### src/rtl/lz4bd_pkg.sv
// Shared types, constants and codes for the LZ4 block decompressor.
package lz4bd_pkg;

    // History window; the depth must be a power of two so the ring pointers wrap freely.
    localparam int WINDOW_DEPTH = 4096;
    localparam int WIN_AW       = $clog2(WINDOW_DEPTH);

    // Largest number of match bytes produced by one drain transfer.
    localparam int DRAIN_BURST  = 64;
    localparam int BURST_W      = $clog2(DRAIN_BURST + 1);

    localparam int LEN_W        = 32;
    localparam int OUT_DATA_W   = 48;

    localparam logic [3:0] NIBBLE_EXT = 4'hF;
    localparam logic [7:0] BYTE_EXT   = 8'hFF;
    localparam int         MIN_MATCH  = 4;

    // Decoder phase within the compressed stream.
    typedef enum logic [3:0] {
        PH_TOKEN     = 4'd0,
        PH_LIT_EXT   = 4'd1,
        PH_LITERAL   = 4'd2,
        PH_OFF_LO    = 4'd3,
        PH_OFF_HI    = 4'd4,
        PH_MATCH_EXT = 4'd5,
        PH_COPY      = 4'd6,
        PH_DISCARD   = 4'd7
    } phase_t;

    // Result status codes.
    typedef enum logic [2:0] {
        STS_OK       = 3'd0,
        STS_ZERO_OFF = 3'd1,
        STS_FAR_OFF  = 3'd2,
        STS_TRUNC    = 3'd3,
        STS_BUSY     = 3'd4,
        STS_DISCARD  = 3'd5
    } status_t;

    // Sequencer steps.
    typedef enum logic [2:0] {
        SQ_IDLE = 3'd0,
        SQ_EXEC = 3'd1,
        SQ_RD   = 3'd2,
        SQ_CWR  = 3'd3,
        SQ_CNT  = 3'd4,
        SQ_PUT  = 3'd5
    } seq_t;

    // Operations of the shared adder.
    typedef enum logic [1:0] {
        ALU_INC     = 2'd0,
        ALU_ADD_SAT = 2'd1,
        ALU_SUB     = 2'd2
    } alu_op_t;

    typedef struct packed {
        alu_op_t            op;
        logic [LEN_W-1:0]   a;
        logic [LEN_W-1:0]   b;
    } alu_req_t;

    typedef struct packed {
        logic [LEN_W-1:0]   result;
        logic               carry;   // carry out; for a subtract, 1 means no borrow
    } alu_rsp_t;

endpackage

### src/rtl/lz4bd_alu.sv
// Shared 32-bit adder: wrapping increment, saturating add and subtract with borrow.
module lz4bd_alu
(
    input  lz4bd_pkg::alu_req_t req,
    output lz4bd_pkg::alu_rsp_t rsp
);

    logic [lz4bd_pkg::LEN_W-1:0] b_eff;
    logic                        cin;
    logic [lz4bd_pkg::LEN_W:0]   sum;

    always_comb
    begin
        case (req.op)
            lz4bd_pkg::ALU_SUB:
            begin
                b_eff = ~req.b;
                cin   = 1'b1;
            end
            lz4bd_pkg::ALU_INC:
            begin
                b_eff = '0;
                cin   = 1'b1;
            end
            default:
            begin
                b_eff = req.b;
                cin   = 1'b0;
            end
        endcase
        sum = {1'b0, req.a} + {1'b0, b_eff} + {{lz4bd_pkg::LEN_W{1'b0}}, cin};
        rsp.carry = sum[lz4bd_pkg::LEN_W];
        // A saturating add clamps to all ones when the sum carries out.
        if (req.op == lz4bd_pkg::ALU_ADD_SAT && sum[lz4bd_pkg::LEN_W])
        begin
            rsp.result = '1;
        end
        else
        begin
            rsp.result = sum[lz4bd_pkg::LEN_W-1:0];
        end
    end

endmodule

### config.mk
export PLATFORM = sky130hd
export DESIGN_NAME = lz4bd_alu
export DESIGN_NICKNAME = d
export VERILOG_FILES = /design/src/rtl/lz4bd_pkg.sv /design/src/rtl/lz4bd_alu.sv
export SDC_FILE = /design/constraint.sdc
export NUM_CORES = 1
export LEC_CHECK = 0
export BUFFER_PORTS_ARGS = -buffer_cell sky130_fd_sc_hd__buf_2
export CORE_UTILIZATION = 47
export DETAILED_ROUTE_END_ITERATION = 10
export PLACE_DENSITY = 0.77
export SLEW_MARGIN = 10
export SYNTH_ARGS = -nofsm -noshare
export SYNTH_HDL_FRONTEND = slang
export SYNTH_SLANG_ARGS = --single-unit
### constraint.sdc
create_clock -name vclk -period 7.93
set_clock_uncertainty 0.05 [all_clocks]
set_input_delay 0.3965 -clock vclk [all_inputs]
set_output_delay 0.3965 -clock vclk [all_outputs]
set_load 0.01 [all_outputs]
==> impl_metrics.py <==
metrics = {
    "outcome": {
        "outcome": "complete, no violations",
    },
    "layout": {
        "diodes": 0,
        "fin_util_pct": 59.8,
        "register_area_um2": 0,
        "nClkBuffers": 0,
        "area_delta_synth_final_pct": 21.6,
        "drive_gt1_share_pct": 24.9,
        "fill_cells": 474,
        "finalNetCount": 551,
        "seq_cell_count": 0,
    },
    "detailed_routing": {
        "drt-vias-per-instance": 5.69,
        "ant_nets": 0,
        "dr.pass1.iters": 4,
        "drc_errors": 0,
        "drtIter0Drc": 165,
        "wl_um": 6740,
        "vias": 2941,
        "avgRoutedWirePerCell_um": 13.0,
    },
    "place": {
        "globalplace.congestion": 0.860,
        "io_buffers": 99,
        "hpwl_um": 5510,
    },
    "floorplan": {
        "ios": 99,
        "start_util_pct": 49.2,
        "chipWidth_um": 72.5,
        "die_area_mm2": 0.00526,
        "core_area_mm2": 0.00475,
        "die_y_um": 72.5,
        "row_count": 25,
    },
    "setup_path": {
        "path_max_fanout": 33,
        "required_ns": 7.48,
        "worstPathArrival_ns": 4.57,
        "crit_type": "input port to primary output",
        "critPathLaunchType": "input port",
        "crit_path_end_kind": "primary output",
    },
    "global_routing": {
        "grt.busiest_layer": "met2",
        "overflow": 0,
        "grt_pass1_vias": 2548,
        "met1_usage_pct": 32.6,
        "use_met2_pct": 46.1,
        "grt_max_degree": 34,
        "met3_usage_pct": 0.139,
        "antenna_found_initial": 0,
        "grt_use_total_pct": 24.3,
        "grt_pass1_wl_um": 10800,
    },
    "synth": {
        "seq_area_frac_synth_pct": 0,
        "synth_top_area_share_pct": 16.6,
        "yosysTopAreaCell": "ha_1",
        "syn_area_mm2": 0.00234,
        "syn_area_per_cell_um2": 6.37,
        "synth_cell_type_count": 49,
        "yosys_warnings": 0,
        "postSynthCellCount": 367,
        "ys_top_cells_by_area": "ha_1, nand2_1, o21ai_0",
        "syn_nets": 466,
    },
    "sta": {
        "worstMarginPinSlew_ns": 0.910,
        "rsz0062_at_grt": "no",
        "drv_slew": 0,
        "fin_crit_ns": 5.02,
        "timing.final.crit_share_pct": 63.3,
        "setup_viol": 0,
        "fmaxAchievable_mhz": 199,
        "slew_headroom_pct": 39.1,
        "finalHoldViolCount": 0,
        "tns_ns": 0,
    },
    "cts": {
        "postCtsHoldBufs": 0,
        "post_cts_resized": 0,
        "cts_setup_buffers": 0,
    },
    "run": {
        "cap_violations": 0,
    },
    "power": {
        "p_per_area_mw_per_mm2": 107,
        "ir_drop_uv": 55.6,
        "p_leak_nw": 1.41,
    },
    "min_path": {
        "hp-class": "input port to primary output",
    },
}
==> per-stage QoR <==
step | setup WS [ns] | total power [W] | hold WS (ns) | std cells | cell area [µm²]
global route | 2.59 | 0.000336 | 1.28 | 517 | 2840
CTS | 2.86 | 0.000302 | 1.22 | 517 | 2840
global placement | 3.07 | 0.000297 | 1.23 | 517 | 2840
finish | 2.91 | 0.000304 | 1.21 | 517 | 2840
detailed placement | 2.91 | 0.000300 | 1.21 | 517 | 2840
floorplan | 4.04 | 0.000208 | 0.967 | 367 | 2340
==> cells in the mapped netlist, drive strengths merged (5+ instances only) <==
cell    instances
nor2           11
o21ai          52
xor2           11
clkbuf         15
ha             31
a21oi          29
nor2b           9
o21a           10
nand2          91
xnor2          15
a21o            7
nor3            6
o31ai           5
inv             8
nand3           5
o211ai          6
==> critical path, stage by stage <==
cell	delay, ns
buf_2	0.46
inv_1	0.18
nand2_1	0.13
buf_4	0.29
o21ai_0	0.14
ha_1	0.37
a2111o_1	0.49
o2111ai_2	0.23
a21oi_2	0.10
o22ai_4	0.21
o21ai_2	0.12
o41ai_4	0.81
buf_4	0.36
o21ai_0	0.11
buf_2	0.15
==> cell usage in the layout (no fill, tap or decap), types with 9 or more instances in the layout <==
cell type   n
xnor2_1    15
a21oi_1    28
ha_1       31
nor2_1     11
buf_2      99
o21a_1     10
xor2_1     11
nand2_1    91
o21ai_0    48
nor2b_1     9
==> layout make-up <==
cell class | instances | area [µm²] | share of cell area, %
timing repair buffer | 101 | 510 | 18.0
tap | 67 | 83.8 | 2.95
inverter | 8 | 30.0 | 1.06
multi-input combinational | 341 | 2220 | 78.0
==> path summary, 6_finish.rpt <==
check	start	endpoint	slack, ns	cells after the start
setup / recovery	req[64]	rsp[3]	2.91	15
hold / removal	req[32]	rsp[1]	1.21	4
==> where the power goes <==
group	switching (W)	internal (W)
Sequential	0	0
Combinational	0.000173	0.000131
Clock	0	0
==> cell families (layout without fill, tap and decap cells) <==
| kind of cell | after synthesis | in the layout | share of synthesized area (%) |
|---|---|---|---|
| xor+xnor | 26 | 26 | 9.74 |
| fa+ha+maj | 33 | 33 | 18.3 |
| compound gates | 138 | 138 | 39.5 |
| buf+inv | 26 | 109 | 5.14 |
| simple gates | 144 | 144 | 27.4 |
==> routing by layer <==
| metal | wire, µm | part of all wire [%] |
|---|---|---|
| met1 | 3160 | 47 |
| met2 | 3200 | 47 |
| met3 | 381 | 5.6 |
| met4 | 0 | 0 |
| met5 | 0 | 0 |
(Power assumes the default switching activity.)
